`config.mk`:
```
export PLATFORM = sky130hd
export DESIGN_NAME = dns_response_address_parser
export DESIGN_NICKNAME = d
export VERILOG_FILES = /design/src/hdl/dnsrap_pkg.sv /design/src/hdl/dns_response_address_parser.sv /design/src/hdl/dnsrap_parse.sv /design/src/hdl/dnsrap_out_buf.sv
export VERILOG_INCLUDE_DIRS = /design/src /design/src/hdl
export SDC_FILE = /design/constraint.sdc
export NUM_CORES = 1
export LEC_CHECK = 0
export ABC_CLOCK_PERIOD_IN_PS = 9600
export BUFFER_PORTS_ARGS = -buffer_cell sky130_fd_sc_hd__buf_2
export CAP_MARGIN = 20
export CORE_MARGIN = 8
export CORE_UTILIZATION = 65
export DETAILED_ROUTE_END_ITERATION = 6
export PLACE_DENSITY = 0.84
export SETUP_SLACK_MARGIN = 0.05
export SLEW_MARGIN = 20
export SYNTH_ARGS = -nofsm -noshare
export SYNTH_HDL_FRONTEND = slang
export SYNTH_SLANG_ARGS = --single-unit
```
`constraint.sdc`:
```
create_clock -name i_clk -period 9.6 [get_ports i_clk]
set_input_delay 1.44 -clock i_clk [delete_from_list [all_inputs] [get_ports i_clk]]
set_output_delay 1.44 -clock i_clk [all_outputs]
set_load 0.05 [all_outputs]
```
`src/hdl/dns_response_address_parser_assert.svh`:
```
// Assertion macros shared by the DNS response address parser modules.
// No dependencies; each user includes this file inside its module body.
`ifndef DNS_RESPONSE_ADDRESS_PARSER_ASSERT_SVH
`define DNS_RESPONSE_ADDRESS_PARSER_ASSERT_SVH

// Property that must hold at every rising clock edge outside reset.
`define DRAP_ASSERT(lbl, clk, rst_n, prop, msg) \
    lbl: assert property (@(posedge clk) disable iff (!rst_n) (prop)) else $error(msg);

// Condition in one cycle implies a consequence in the next cycle.
`define DRAP_ASSERT_NEXT(lbl, clk, rst_n, cond, cons, msg) \
    lbl: assert property (@(posedge clk) disable iff (!rst_n) (cond) |=> (cons)) \
        else $error(msg);

`endif

```
`src/hdl/dnsrap_pkg.sv`:
```
// Shared types and constants of the DNS response address parser.
// No dependencies; imported by the parser core, the output buffer and the top level.
package dnsrap_pkg;

    localparam logic [15:0] HEADER_BYTES = 16'd12;
    localparam logic [15:0] TAIL_BYTES   = 16'd4;
    localparam logic [15:0] RECORD_FIXED = 16'd12;
    localparam logic [15:0] ADDR_BYTES   = 16'd4;
    localparam logic [15:0] TYPE_A       = 16'd1;

    localparam logic STATUS_FOUND     = 1'b0;
    localparam logic STATUS_NOT_FOUND = 1'b1;

    typedef struct packed {
        logic [31:0] address;
        logic        status;
    } t_result;

endpackage

```
`src/hdl/dns_response_address_parser.sv`:
```
// Top level of the DNS response address parser: input register, parser core, result buffer.
// Depends on dnsrap_pkg, dnsrap_parse and dnsrap_out_buf.
//
// Usage:
//   The input channel carries one byte of a DNS response per item, with
//   i_last_byte marking the final byte of the message. An item is taken at
//   a rising edge where i_valid is high and o_stall is low.
//   The output channel carries at most one result per message: either the
//   address of the first type-A answer (o_status low, first byte most
//   significant), or o_status high with a zero address when the message
//   ends without one. A result is taken where o_valid is high and i_stall
//   is low.
//   Throughput is one byte per cycle while the result buffer has space: each
//   byte is handled by the parser step between the input register and the result buffer.
//   A result reaches the outputs through the input register and the buffer:
//   the byte that causes it sits in the input register while the parser step
//   works on it, and the result is registered in the buffer at the next edge.
//   When the receiver stalls, results collect in a two-entry buffer; once
//   it is full the parser holds its byte and o_stall rises, so no result is
//   lost. The next message starts with the byte after a final byte.
//   Reset clears the parser state and empties both registers; no clearing
//   pass is needed and an item can be taken in the first cycle after reset.
module dns_response_address_parser (
    input  logic        i_clk,
    input  logic        i_rst_n,
    input  logic        i_valid,
    output logic        o_stall,
    input  logic [7:0]  i_data_byte,
    input  logic        i_last_byte,
    output logic        o_valid,
    input  logic        i_stall,
    output logic [31:0] o_address,
    output logic        o_status
);
    import dnsrap_pkg::*;

    logic       r_in_valid, n_in_valid;
    logic [7:0] r_in_byte;
    logic       r_in_last;
    logic       buf_space;
    logic       take;
    logic       accept;
    logic       res_valid;
    t_result    res;
    t_result    out_res;

    // The parser consumes the held byte only while the buffer can take a result.
    assign take    = r_in_valid && buf_space;
    assign o_stall = r_in_valid && !buf_space;
    assign accept  = i_valid && !o_stall;

    always_comb begin
        n_in_valid = r_in_valid;
        if (accept) begin
            n_in_valid = 1'b1;
        end else if (take) begin
            n_in_valid = 1'b0;
        end
    end

    always_ff @(posedge i_clk) begin
        if (!i_rst_n) begin
            r_in_valid <= 1'b0;
        end else begin
            r_in_valid <= n_in_valid;
        end
        if (accept) begin
            r_in_byte <= i_data_byte;
            r_in_last <= i_last_byte;
        end
    end

    dnsrap_parse u_parse (
        .i_clk       (i_clk),
        .i_rst_n     (i_rst_n),
        .i_take      (take),
        .i_byte      (r_in_byte),
        .i_last      (r_in_last),
        .o_res_valid (res_valid),
        .o_res       (res)
    );

    dnsrap_out_buf u_out_buf (
        .i_clk   (i_clk),
        .i_rst_n (i_rst_n),
        .i_push  (res_valid),
        .i_res   (res),
        .o_space (buf_space),
        .o_valid (o_valid),
        .i_stall (i_stall),
        .o_res   (out_res)
    );

    assign o_address = out_res.address;
    assign o_status  = out_res.status;

endmodule

```
`src/hdl/dnsrap_parse.sv`:
```
// Message walker of the DNS response address parser: phase state and one step per byte.
// Depends on dnsrap_pkg and dns_response_address_parser_assert.svh.
module dnsrap_parse (
    input  logic              i_clk,
    input  logic              i_rst_n,
    input  logic              i_take,
    input  logic [7:0]        i_byte,
    input  logic              i_last,
    output logic              o_res_valid,
    output dnsrap_pkg::t_result o_res
);
    import dnsrap_pkg::*;

    localparam logic [2:0] PH_HEADER     = 3'd0;
    localparam logic [2:0] PH_LABEL_LEN  = 3'd1;
    localparam logic [2:0] PH_LABEL_SKIP = 3'd2;
    localparam logic [2:0] PH_TAIL       = 3'd3;
    localparam logic [2:0] PH_RECORD     = 3'd4;
    localparam logic [2:0] PH_RDATA      = 3'd5;
    localparam logic [2:0] PH_ADDR       = 3'd6;
    localparam logic [2:0] PH_DONE       = 3'd7;

    logic [2:0]  r_phase,    n_phase;
    logic [15:0] r_count,    n_count;
    logic [15:0] r_type,     n_type;
    logic [15:0] r_length,   n_length;
    logic [31:0] r_gather,   n_gather;
    logic        r_reported, n_reported;

    always_comb begin
        n_phase     = r_phase;
        n_count     = r_count;
        n_type      = r_type;
        n_length    = r_length;
        n_gather    = r_gather;
        n_reported  = r_reported;
        o_res_valid = 1'b0;
        o_res       = '{address: 32'd0, status: STATUS_NOT_FOUND};
        if (i_take) begin
            case (r_phase)
                PH_HEADER: begin
                    n_count = r_count + 16'd1;
                    if (n_count >= HEADER_BYTES) begin
                        n_phase = PH_LABEL_LEN;
                        n_count = 16'd0;
                    end
                end
                PH_LABEL_LEN: begin
                    if (i_byte == 8'd0) begin
                        n_phase = PH_TAIL;
                        n_count = TAIL_BYTES;
                    end else begin
                        n_phase = PH_LABEL_SKIP;
                        n_count = {8'd0, i_byte};
                    end
                end
                PH_LABEL_SKIP: begin
                    n_count = r_count - 16'd1;
                    if (n_count == 16'd0) begin
                        n_phase = PH_LABEL_LEN;
                    end
                end
                PH_TAIL: begin
                    n_count = r_count - 16'd1;
                    if (n_count == 16'd0) begin
                        n_phase = PH_RECORD;
                    end
                end
                PH_RECORD: begin
                    if (r_count inside {16'd2, 16'd3}) begin
                        n_type = {r_type[7:0], i_byte};
                    end
                    if (r_count inside {16'd10, 16'd11}) begin
                        n_length = {r_length[7:0], i_byte};
                    end
                    n_count = r_count + 16'd1;
                    if (n_count >= RECORD_FIXED) begin
                        if (n_type == TYPE_A) begin
                            n_phase  = PH_ADDR;
                            n_count  = 16'd0;
                            n_gather = 32'd0;
                        end else if (n_length == 16'd0) begin
                            n_phase = PH_RECORD;
                            n_count = 16'd0;
                        end else begin
                            n_phase = PH_RDATA;
                            n_count = n_length;
                        end
                        n_type   = 16'd0;
                        n_length = 16'd0;
                    end
                end
                PH_RDATA: begin
                    n_count = r_count - 16'd1;
                    if (n_count == 16'd0) begin
                        n_phase = PH_RECORD;
                    end
                end
                PH_ADDR: begin
                    n_gather = {r_gather[23:0], i_byte};
                    n_count  = r_count + 16'd1;
                    if (n_count >= ADDR_BYTES) begin
                        o_res_valid = 1'b1;
                        o_res       = '{address: n_gather, status: STATUS_FOUND};
                        n_reported  = 1'b1;
                        n_phase     = PH_DONE;
                        n_count     = 16'd0;
                    end
                end
                default: begin
                end
            endcase
            if (i_last) begin
                // A message that ends without an address reports not-found once.
                if (!n_reported) begin
                    o_res_valid = 1'b1;
                    o_res       = '{address: 32'd0, status: STATUS_NOT_FOUND};
                end
                n_phase    = PH_HEADER;
                n_count    = 16'd0;
                n_type     = 16'd0;
                n_length   = 16'd0;
                n_gather   = 32'd0;
                n_reported = 1'b0;
            end
        end
    end

    always_ff @(posedge i_clk) begin
        if (!i_rst_n) begin
            r_phase    <= PH_HEADER;
            r_count    <= 16'd0;
            r_type     <= 16'd0;
            r_length   <= 16'd0;
            r_gather   <= 32'd0;
            r_reported <= 1'b0;
        end else begin
            r_phase    <= n_phase;
            r_count    <= n_count;
            r_type     <= n_type;
            r_length   <= n_length;
            r_gather   <= n_gather;
            r_reported <= n_reported;
        end
    end

    `include "dns_response_address_parser_assert.svh"

    `DRAP_ASSERT_NEXT(a_last_restarts, i_clk, i_rst_n, i_take && i_last, (r_phase == PH_HEADER) && (r_count == 16'd0) && !r_reported, "last byte did not restart the parser")
    `DRAP_ASSERT(a_found_from_addr, i_clk, i_rst_n, !(o_res_valid && (o_res.status == STATUS_FOUND)) || (r_phase == PH_ADDR), "found result outside the address phase")
    `DRAP_ASSERT(a_missing_on_last, i_clk, i_rst_n, !(o_res_valid && (o_res.status == STATUS_NOT_FOUND)) || (i_last && !r_reported), "not-found result without a final byte")

endmodule

```
`src/hdl/dnsrap_out_buf.sv`:
```
// Two-entry result buffer that decouples the parser from a stalling receiver.
// Depends on dnsrap_pkg and dns_response_address_parser_assert.svh.
module dnsrap_out_buf (
    input  logic              i_clk,
    input  logic              i_rst_n,
    input  logic              i_push,
    input  dnsrap_pkg::t_result i_res,
    output logic              o_space,
    output logic              o_valid,
    input  logic              i_stall,
    output dnsrap_pkg::t_result o_res
);
    import dnsrap_pkg::*;

    logic [1:0] r_count, n_count;
    t_result    r_slot0, n_slot0;
    t_result    r_slot1, n_slot1;
    logic       pop;

    assign o_valid = (r_count != 2'd0);
    assign o_space = (r_count != 2'd2);
    assign o_res   = r_slot0;
    assign pop     = o_valid && !i_stall;

    always_comb begin
        n_count = r_count;
        n_slot0 = r_slot0;
        n_slot1 = r_slot1;
        if (i_push && pop) begin
            if (r_count == 2'd1) begin
                n_slot0 = i_res;
            end else begin
                n_slot0 = r_slot1;
                n_slot1 = i_res;
            end
        end else if (i_push) begin
            n_count = r_count + 2'd1;
            if (r_count == 2'd0) begin
                n_slot0 = i_res;
            end else begin
                n_slot1 = i_res;
            end
        end else if (pop) begin
            n_count = r_count - 2'd1;
            n_slot0 = r_slot1;
        end
    end

    always_ff @(posedge i_clk) begin
        if (!i_rst_n) begin
            r_count <= 2'd0;
        end else begin
            r_count <= n_count;
        end
        r_slot0 <= n_slot0;
        r_slot1 <= n_slot1;
    end

    `include "dns_response_address_parser_assert.svh"

    `DRAP_ASSERT(a_count_bound, i_clk, i_rst_n, r_count != 2'd3, "result buffer count out of range")
    `DRAP_ASSERT(a_no_overflow, i_clk, i_rst_n, !(i_push && (r_count == 2'd2)), "push into a full result buffer")
    `DRAP_ASSERT_NEXT(a_push_shows, i_clk, i_rst_n, i_push && (r_count == 2'd0), o_valid && (o_res == $past(i_res)), "pushed result not presented")

endmodule

```
== After elaboration in Yosys (flattened, before gate mapping) ==
Cells that the tools add are included.

* Flip-flop bits (word level): 154
* Latch bits: 0
* Memory bits (writable): 0
* Memory bits (read-only): 0
* Output and inout bits: 35
* Memories: 0

* Add/sub/neg operators: 4
* $mul: 0
* Div/mod/pow operators: 0
* Magnitude comparators: 2
* Equal/unequal tests: 22
* Shifts and indexed selects: 0
* Mux-type cells: 61
* Bitwise logic cells: 1
* Reductions and logical operators: 33

{| class="wikitable"
|+ Operators by type and width
! operator !! number
|-
| 2-to-1 mux 33 bit || 14
|-
| 2-to-1 mux 16 bit || 18
|-
| one-hot mux 16 bit (5 select lines) || 1
|-
| 2-to-1 mux 24 bit || 3
|-
| one-hot mux 24 bit (2 select lines) || 1
|-
| equality test 16 x 2 -> 1 bit (second input constant) || 2
|-
| equality test 16 x 4 -> 1 bit (second input constant) || 2
|-
| logical NOT 16 bit || 2
|-
| 2-to-1 mux 3 bit || 7
|-
| one-hot mux 3 bit (6 select lines) || 1
|-
| adder 16 x 1 -> 16 bit (second input constant) || 1
|-
| equality test 16 x 1 -> 1 bit (second input constant) || 1
|-
| >= comparator 16 x 3 -> 1 bit (second input constant) || 1
|-
| >= comparator 16 x 4 -> 1 bit (second input constant) || 1
|-
| subtractor 16 x 1 -> 16 bit (second input constant) || 1
|-
| != test 3 x 2 -> 1 bit (second input constant) || 5
|-
| nonzero test 2 bit || 7
|-
| 2-to-1 mux 1 bit || 13
|-
| equality test 3 bit (second input constant) || 3
|-
| logical NOT 8 bit || 1
|-
| 2-to-1 mux 8 bit || 1
|-
| AND reduction 2 bit || 4
|-
| AND reduction 7 bit || 1
|-
| nonzero test 7 bit || 1
|-
| other kinds (21) || 31
|}

== Depth between registers and ports, before layout ==
Gate-level depths: netlist of run 1.

* Word-level depth: 11
* Depth in mapped cells: 16
* Depth with buffers taken out: 12

== Hierarchy ==
Synthesis of run 1 repeated with hierarchy kept, for this count alone.

* Cells, all modules: 652
* Area total of the unflattened synthesis: 7516.0 µm²

{| class="wikitable"
|+ By module, submodules not included
! module !! times used !! cells each !! area an instance (µm²) !! sequential area each (µm²)
|-
| dnsrap_parse || 1 || 514 || 4491.8 || 1521.5
|-
| dnsrap_out_buf || 1 || 124 || 2700.1 || 2021.9
|-
| dns_response_address_parser || 1 || 14 || 324.1 || 290.3
|}

== Least setup slack after synthesis of run 1 ==
No wires, ideal clock.

* Path kind: register -> register
* From: reg u_parse.r_count[1]
* To: reg u_out_buf.r_slot1[0] in the netlist's numbering, enable pin
* Library setup time: 0.473 ns
* Data arrival time: 5.040 ns
* Slack: 4.087 ns
* Cell stages (with the launch flop): 14
* Buffers on the path: 2
* Period minus slack after synthesis: 5.513 ns
* Cell sequence: dfxtp_1 ha_1 clkbuf_1 nor3_1 o2111ai_1 a2bb2oi_2 nand4b_2 o2111a_2 buf_2 clkinv_1 o21ai_0 ha_1 nor3_1 a211oi_1

* Cells in the longest elaborated chain, start to end: 11
* Elaborated cells on any way between the ends: 15

{| class="wikitable"
|+ RTL lines
! element !! RTL line !! RTL
|-
| start: declaration || dnsrap_parse.sv:24 || <nowiki>logic [15:0] r_count, n_count;</nowiki>
|-
| start signal: assignment || dnsrap_parse.sv:139 || <nowiki>r_count <= n_count;</nowiki>
|-
| adder 16 x 1 -> 16 bit (*) || dnsrap_parse.sv:101 || <nowiki>n_count = r_count + 16'd1;</nowiki>
|-
| >= comparator 16 x 3 -> 1 bit (*) || dnsrap_parse.sv:102 || <nowiki>if (n_count >= ADDR_BYTES) begin</nowiki>
|-
| 2-to-1 mux 1 bit || dnsrap_parse.sv:102 ||
|-
| 2-to-1 mux 1 bit || dnsrap_parse.sv:40 || <nowiki>case (r_phase)</nowiki>
|-
| 2-to-1 mux 1 bit || dnsrap_parse.sv:39 || <nowiki>if (i_take) begin</nowiki>
|-
| 2-to-1 mux 1 bit || dnsrap_parse.sv:115 || <nowiki>if (!n_reported) begin</nowiki>
|-
| 2-to-1 mux 1 bit (*) || dnsrap_parse.sv:113 || <nowiki>if (i_last) begin</nowiki>
|-
| 2-to-1 mux 1 bit (*) || dnsrap_parse.sv:39 ||
|-
| logical AND 1 bit || dnsrap_out_buf.sv:29 || <nowiki>if (i_push && pop) begin</nowiki>
|-
| != test 2 bit (no source line), or another cell as far along || n/a ||
|-
| AND reduction 3 bit (no source line) (*) || n/a ||
|-
| end signal: assignment || dnsrap_out_buf.sv:56 || <nowiki>r_slot1 <= n_slot1;</nowiki>
|-
| end: declaration || dnsrap_out_buf.sv:17 || <nowiki>t_result r_slot1, n_slot1;</nowiki>
|}

Every way passes the cells marked *; elsewhere a longest branch is shown, timed or not. The select of a mux whose other input is x is not followed.
A chain may end at the register's enable or synchronous reset.

== Worst setup path in the final report of run 1 ==
* From: reg u_parse.r_count[0]
* To: reg u_out_buf.r_slot1[30] in the netlist's numbering, enable pin

The elaborated chain is that of the path after synthesis.

==> impl_results.md, run 1 <==
* Max_cap viols at 0
* Final core utilization at 73.9%
* Commonest cells after routing, fill and taps aside: nand2_1 (90), dfxtp_1 (79), edfxtp_1 (75)
* Post-CTS setup buffer count at 0
* Vias in the first global route at about 6,500
* WL/cell at 22.4 µm
* Worst Setup SP: u_parse.r_count[0]
* Max-slew headroom at 27.2%
* Startpoint types: flop
* Final Slew Violations at 0
* Area Growth Syn to Fin at 10.7%
* Sequential share of power at 39.3%
* Post-Syn Area at 8050 µm²
* Post-synth EDFFs at 75
* Synth Flop Type: dfxtp_1
* Largest net degree at the start of global routing at 35
* CP Data Required Time at 9710 ps
* CTS max path bufs at 2
* WS Path Type: flop to flop
* Met1 wire length at 9540 µm
* Yosys Warn Count at 0
* Fin crit period at 5330 ps
* Net Count, Synth at 858
* GRT overflow at 0
* CTS Buf Count at 17
* Total die area at 16,200 µm²
* Final wirelength at 23,000 µm
* Layout Nets at 867
* FF+latch count, synth at 154
* I/O pin cnt at 48
* Crit-path max FO at 34
* Combinational power share at between 20 and 30%
* Post-Route Setup TNS at 0 ps
* Initial core utilization at 66.7%
* Reg-to-Reg End: u_out_buf.r_slot1[30]
* Core ar. at 12,100 µm²
* Top sig layer: met4
* Count of final setup violators at 0
* Worst Reg-to-Reg Cells at 13
* Die H at between 100 and 150 µm
* Synth Instances at 837
* Clk_lat worst skew at 430 ps
* Internal Power at 0.00139 W
* WHS Path Cells at 1
* R2R Path Start: u_parse.r_count[0]
* Worst Tran Pin Value at 1090 ps
* Global-route wire length before repair at 36,100 µm
* Final hold violations at 0
* Layout cell share with drive strength beyond 1 at between 10% and 20%
* Routability cong. at 0.915
* FMAX at 188 MHz
* Row Count at 40
* Post-synthesis sequential area ratio at ~48%
* Drt first pass iters at 6
* Period Utilization, post-route at 55.5%
* Critical path arrival at between 5000 and 6000 ps
* Vias at 7,010
* Share of total power in the clock network at 33.8%
* Post-route DRC at 0
* PD cells at between 200 and 250 nW/µm²
* DRT antenna net count at 0
* Post-CTS sizing at 0
* Hold_sp: u_parse.r_type[11]
* Clock sinks at 154
* Leading cell type in the layout, fill and taps excluded: nand2_1
* RSZ-0062 raised after global routing: false
* H-tree depth at 4
* Chip width at 127 µm
* Initial antenna violation count at 0
* Initial drt markers at 1,074
* Avg Cell Area, Syn at 9.62 µm²
* Sw Share at ~36%
* Routed wl met2 at 10,500 µm
* Count of hold buffers inserted by post-cts repair at 0
* Final HPWL from detailed placement at 15,000 µm
* Nature of the critical path endpoint: flop
* CP endpoint: u_out_buf.r_slot1[30]
* WHS at 485 ps
* Reg2reg setup slack at 4270 ps
* Diodes inserted at 0
* Root Driver: clkbuf_16
* Leakage at ~3.4 nW
* Ys async rst share at 0%
* CTS tree: built
* Clock transition at path regs at 60 ps
* I/O Buffers at 47
* Status: finished clean
* Type of the tightest min-delay check: flop to flop
* Net Switching at 0.000781 W
* Worst Skew at between 7 and 8 ps
* Netlist cell types at 78
* DR WL met3 at 2340 µm
* Vias/cell at 6.83
* All-Layer GR Usage at 28.4%
* Maximum vdd drop at 0.222 mV
worst min path at each step:
stage | to | slack [ps]
finish | u_parse.r_type[11] | 490
global route | u_parse.r_type[11] | 500
CTS | u_parse.r_type[13] | 480
detailed placement | u_parse.r_type[13] | 470
global placement | u_parse.r_type[14] | 460
floorplan | u_parse.r_gather[16] | 450
stage by stage:
step / instance area (µm²) / std cells / power (W) / setup WS [ps]
CTS: 8910 / 1027 / 0.00218 / 4340
finish: 8910 / 1027 / 0.00217 / 4270
global route: 8910 / 1027 / 0.00224 / 3860
global placement: 8250 / 994 / 0.00143 / 4650
floorplan: 8050 / 837 / 0.00129 / 4090
detailed placement: 8260 / 995 / 0.00145 / 4390
critical path, cell delays in order, from the launching register on:
cell and delay [ps]:
dfxtp_1 550, ha_1 440, nand4_1 220, nor3_1 300, mux2i_1 140, nand4b_2 100, buf_4 340, o2111a_2 680
clkinv_1 420, o21ai_0 190, ha_1 360, nor3_1 140, a211oi_4 680, buf_4 400
synth_stat cells (all sizes together) (3+ instances only):
master   instances  area [µm²]
dfxtp           79        1580
o211a            3        30.0
nand3            8        52.6
mux2i           41         410
nand4b           3        32.5
o31ai            6        58.8
and3             3        18.8
and2            26         163
nand4           11        87.6
o21ai           51         259
a21o             3        22.5
nand2b           8        50.1
a211oi           6        45.0
o2111ai          4        41.3
o21a            12        90.1
nor3            34         175
nand3b           3        22.5
ha               8         100
nor2b            6        37.5
nor2            74         294
a21oi           43         215
clkbuf          38         146
xor2             3        26.3
buf             27         201
o211ai           4        30.0
nand2           90         338
nor4            31         209
a31oi           12        75.1
inv             24        90.1
edfxtp          75        2250
a221oi           5        43.8
xnor2            4        35.0
and4             3        28.8
a311oi           6        52.6
a22o            41         359
or2              8        50.1
kinds of logic (layout without fill, tap and decap cells):
logic type               after synthesis  after routing  share of synthesized area, %
buffers and inverters                 90            112                          5.49
flip-flops                           154            154                          47.6
multiplexers                          43             43                          5.38
adder cells (fa/ha/maj)                8              8                          1.24
AND/OR/NAND/NOR                      318            318                          20.6
XOR/XNOR                               7              7                         0.762
AO/OA/AOI/OAI                        217            217                          18.9
layout make-up:
type / instances / area, µm²
tap: 168 / 210
clock buffer: 18 / 429
fill: 843 / 3150
multi-input combinational: 593 / 3820
timing repair buffer: 55 / 303
clock inverter: 14 / 216
inverter: 25 / 93.8
sequential: 154 / 3830
power by group through the flow:
stage                     Combinational (W)  Sequential, W  Clock (W)
after floorplan                    0.000196        0.00110          0
after global placement             0.000565       0.000865          0
after detailed placement           0.000579       0.000866          0
after CTS                          0.000583       0.000855   0.000738
after global routing               0.000614       0.000861   0.000765
final                              0.000584       0.000855   0.000736
state kept, by name, indices dropped and copies added, names as in the netlist, 3 cells and up:
signal             count
u_parse.r_count       16
u_out_buf.r_slot1     33
u_parse.r_length      16
r_in_byte              8
u_parse.r_type        16
u_out_buf.o_res       33
u_parse.r_gather      24
u_parse.r_phase        3
metal layers:
layer,track usage [%],vias up
met4,9.38,0
met3,6.61,55
met5,0,-
li1,-,3108
met1,38.5,3375
met2,44.0,472
Power figures use the tool's default switching activity.
==> inputs of run 2 (changes only) <==
--- a/config.mk
+++ b/config.mk
@@ -6,13 +6,14 @@
 export SDC_FILE = /design/constraint.sdc
 export NUM_CORES = 1
 export LEC_CHECK = 0
-export ABC_CLOCK_PERIOD_IN_PS = 9600
+export ABC_AREA = 1
+export ABC_CLOCK_PERIOD_IN_PS = 4800
 export BUFFER_PORTS_ARGS = -buffer_cell sky130_fd_sc_hd__buf_2
 export CAP_MARGIN = 20
 export CORE_MARGIN = 8
-export CORE_UTILIZATION = 65
+export CORE_UTILIZATION = 55
 export DETAILED_ROUTE_END_ITERATION = 6
-export PLACE_DENSITY = 0.84
+export PLACE_DENSITY = 0.76
 export SETUP_SLACK_MARGIN = 0.05
 export SLEW_MARGIN = 20
 export SYNTH_ARGS = -nofsm -noshare
==> constraint.sdc (replaced) <==
create_clock -name i_clk -period 4.8 [get_ports i_clk]
set_input_delay 0.72 -clock i_clk [delete_from_list [all_inputs] [get_ports i_clk]]
set_output_delay 0.72 -clock i_clk [all_outputs]
set_load 0.05 [all_outputs]
==> run 2 against run 1 <==
Register-to-register slack got worse by 3100 ps. Sequential share of layout area decreased by 0.89 points. Synthesized cell count increased by 24%. Area after synthesis increased by 2.4%. First-iteration DRC count decreased by 39%. Sequential power increased by 81%. Total power increased by 66%. Critical path type unchanged. Largest cell class unchanged.
==> impl_results.md, run 2 <==
* Status: finished clean
* Period Utilization, post-route at 75.2%
* All-Layer GR Usage at 20.0%
* Net Count, Synth at 1,058
* WS Path Type: flop to flop
* Root Driver: clkbuf_16
* Net Switching at approximately 0.0011 W
* Count of final setup violators at 0
* Die H at about 140 µm
* Avg Cell Area, Syn at 7.95 µm²
* Synth Instances at 1,037
* Initial drt markers at 656
* Netlist cell types at 38
* Post-CTS setup buffer count at 0
* DRT antenna net count at 0
* Count leader, synth: nand2_1
* Drt first pass iters at 5
* Row Count at between 40 and 50
* Layout Nets at 1,077
* Yosys Warn Count at 0
* RSZ-0062 raised after global routing: false
* Maximum vdd drop at 0.252 mV
* Nature of the critical path endpoint: flop
* Fin crit period at 3610 ps
* Worst Tran Pin Value at about 1000 ps
* FF+latch count, synth at 154
* Final Slew Violations at 0
* Vias in the first global route at 6,510
* Vias at 6,982
* WHS at 461 ps
* Final Instance Area at about 9100 µm²
* Vias/cell at around 5.6
* Clock sinks at 154
* PD cells at 397 nW/µm²
* Combinational power share at 17.2%
* CTS max path bufs at 2
* Final wirelength at around 19,000 µm
* Largest net degree at the start of global routing at 42
* Final hold violations at 0
* Fill cells at 1,228
* Synth area leaders: edfxtp_1 (27%), dfxtp_1 (19%), nand2_1 (10%), nor2_1 (6.0%), nand3_1 (4.4%)
* Leading cell type in the layout, fill and taps excluded: nand2_1
* Critical path arrival at approximately 3800 ps
* Sequential share of power at ~43%
* CTS Buf Count at 17
* Post-route DRC at 0
* Type of the tightest min-delay check: input port to flop
* Dpl cell area at 8460 µm²
* Commonest cells after routing, fill and taps aside: nand2_1 (229), nor2_1 (131), inv_1 (94)
* Max-slew headroom at 33.1%
* Post-Route Setup TNS at 0 ps
* GRT overflow at 0
* Area share of the largest cell type after synthesis at 27.3%
* Core ar. at 14,600 µm²
* Sequential cell area at between 3000 and 4000 µm²
* Routability cong. at 0.917
* Synth Flop Type: dfxtp_1
* CP Data Required Time at 4970 ps
* Clock transition at path regs at 60 ps
* Post-Syn Area at between 8000 and 9000 µm²
* Share of total power in the clock network at 40.1%
* Diodes inserted at 0
* Sw Share at 29.8%
* Layout cell share with drive strength beyond 1 at 13.8%
* Post-synth EDFFs at between 70 and 80
* FMAX at 277 MHz
* Ys async rst share at 0%
* Worst Skew at 10.7 ps
* Chip width at 138 µm
* H-tree depth at 4
* Count of hold buffers inserted by post-cts repair at 0
* Global-route wire length before repair at 32,000 µm
* Initial core utilization at 56.5%
* Area of the multi-input gates at 3700 µm²
* Max_cap viols at 0
* Initial antenna violation count at 0
* Internal Power at 0.00254 W
* Top cells by count, synth: nand2_1 (229), nor2_1 (131), inv_1 (94), dfxtp_1 (79), edfxtp_1 (75)
* Total die area at 19,200 µm²
* Final HPWL from detailed placement at 13,100 µm
* I/O Buffers at 47
* Post-CTS sizing at 0
* Clk_lat worst skew at ~430 ps
* Post-synthesis sequential area ratio at 46.5%
* Startpoint types: flop
* Area Growth Syn to Fin at 10.4%
* CTS tree: built
* I/O pin cnt at 48
* WL/cell at 15.2 µm
* Cell taking the most area after synthesis: edfxtp_1
* Leakage at about 3.6 nW
* Crit-path max FO at 33
## run 2: critical path, stage by stage (launching register included)
cell	delay [ps]
dfxtp_1	600
nand3_1	250
nor2_2	290
nand3_1	110
nand2_1	80
nand2_1	60
nor2_1	90
nand2_1	60
nor2_2	150
nand2_2	110
nand3_4	100
nand2_4	70
ha_1	260
nand2_1	90
buf_4	310
nand2_2	390
a22o_1	330
## run 2: routing by layer
layer / GRT usage, % / up-vias / wire length [µm]
met2: 31.9 / 237 / 8970
met4: 7.72 / 0 / 442
met3: 5.14 / 40 / 1260
li1: - / 3505 / -
met1: 25.6 / 3200 / 8340
met5: 0 / - / 0
## run 2: area by class of cell
type / count / area share, %
Sequential cell: 154 / 42.1
Multi-Input combinational cell: 725 / 40.7
Clock buffer: 18 / 4.72
Inverter: 101 / 4.17
Timing Repair Buffer: 57 / 3.41
Tap cell: 184 / 2.53
Clock inverter: 14 / 2.31
## run 2: logic make-up after synthesis
kind of cell	synth area share [%]
compound gates	13.5
xor+xnor	1.49
fa+ha+maj	1.21
buf+inv	8.76
flops	46.5
simple gates	28.5
## run 2: path summary, 6_finish.rpt
check / from / cells after the start / slack (ps) / end
worst min register to register: u_parse.r_type[12] / 2 / 460 / u_parse.r_type[12]
worst min-delay path: i_last_byte / 1 / 460 / r_in_last
worst max-delay path: u_parse.r_count[2] / 16 / 1190 / u_out_buf.o_res[30]
worst max register to register: u_parse.r_count[2] / 16 / 1190 / u_out_buf.o_res[30]
## run 2: metrics by stage
step,instances,utilization [%],total power (W),setup WS (ps)
global placement,1221,58.0,0.00219,1320
detailed placement,1221,58.0,0.00219,1220
CTS,1253,62.3,0.00364,1200
global route,1253,62.3,0.00375,781
floorplan,1037,-,0.00207,1210
finish,1253,62.3,0.00362,1190
## run 2: power groups by stage
stage | registers, W | clock network, W | logic (W)
floorplan | 0.00177 | 0 | 0.000300
global placement | 0.00157 | 0 | 0.000612
detailed placement | 0.00157 | 0 | 0.000620
CTS | 0.00155 | 0.00147 | 0.000624
global route | 0.00156 | 0.00153 | 0.000670
finish | 0.00155 | 0.00145 | 0.000621
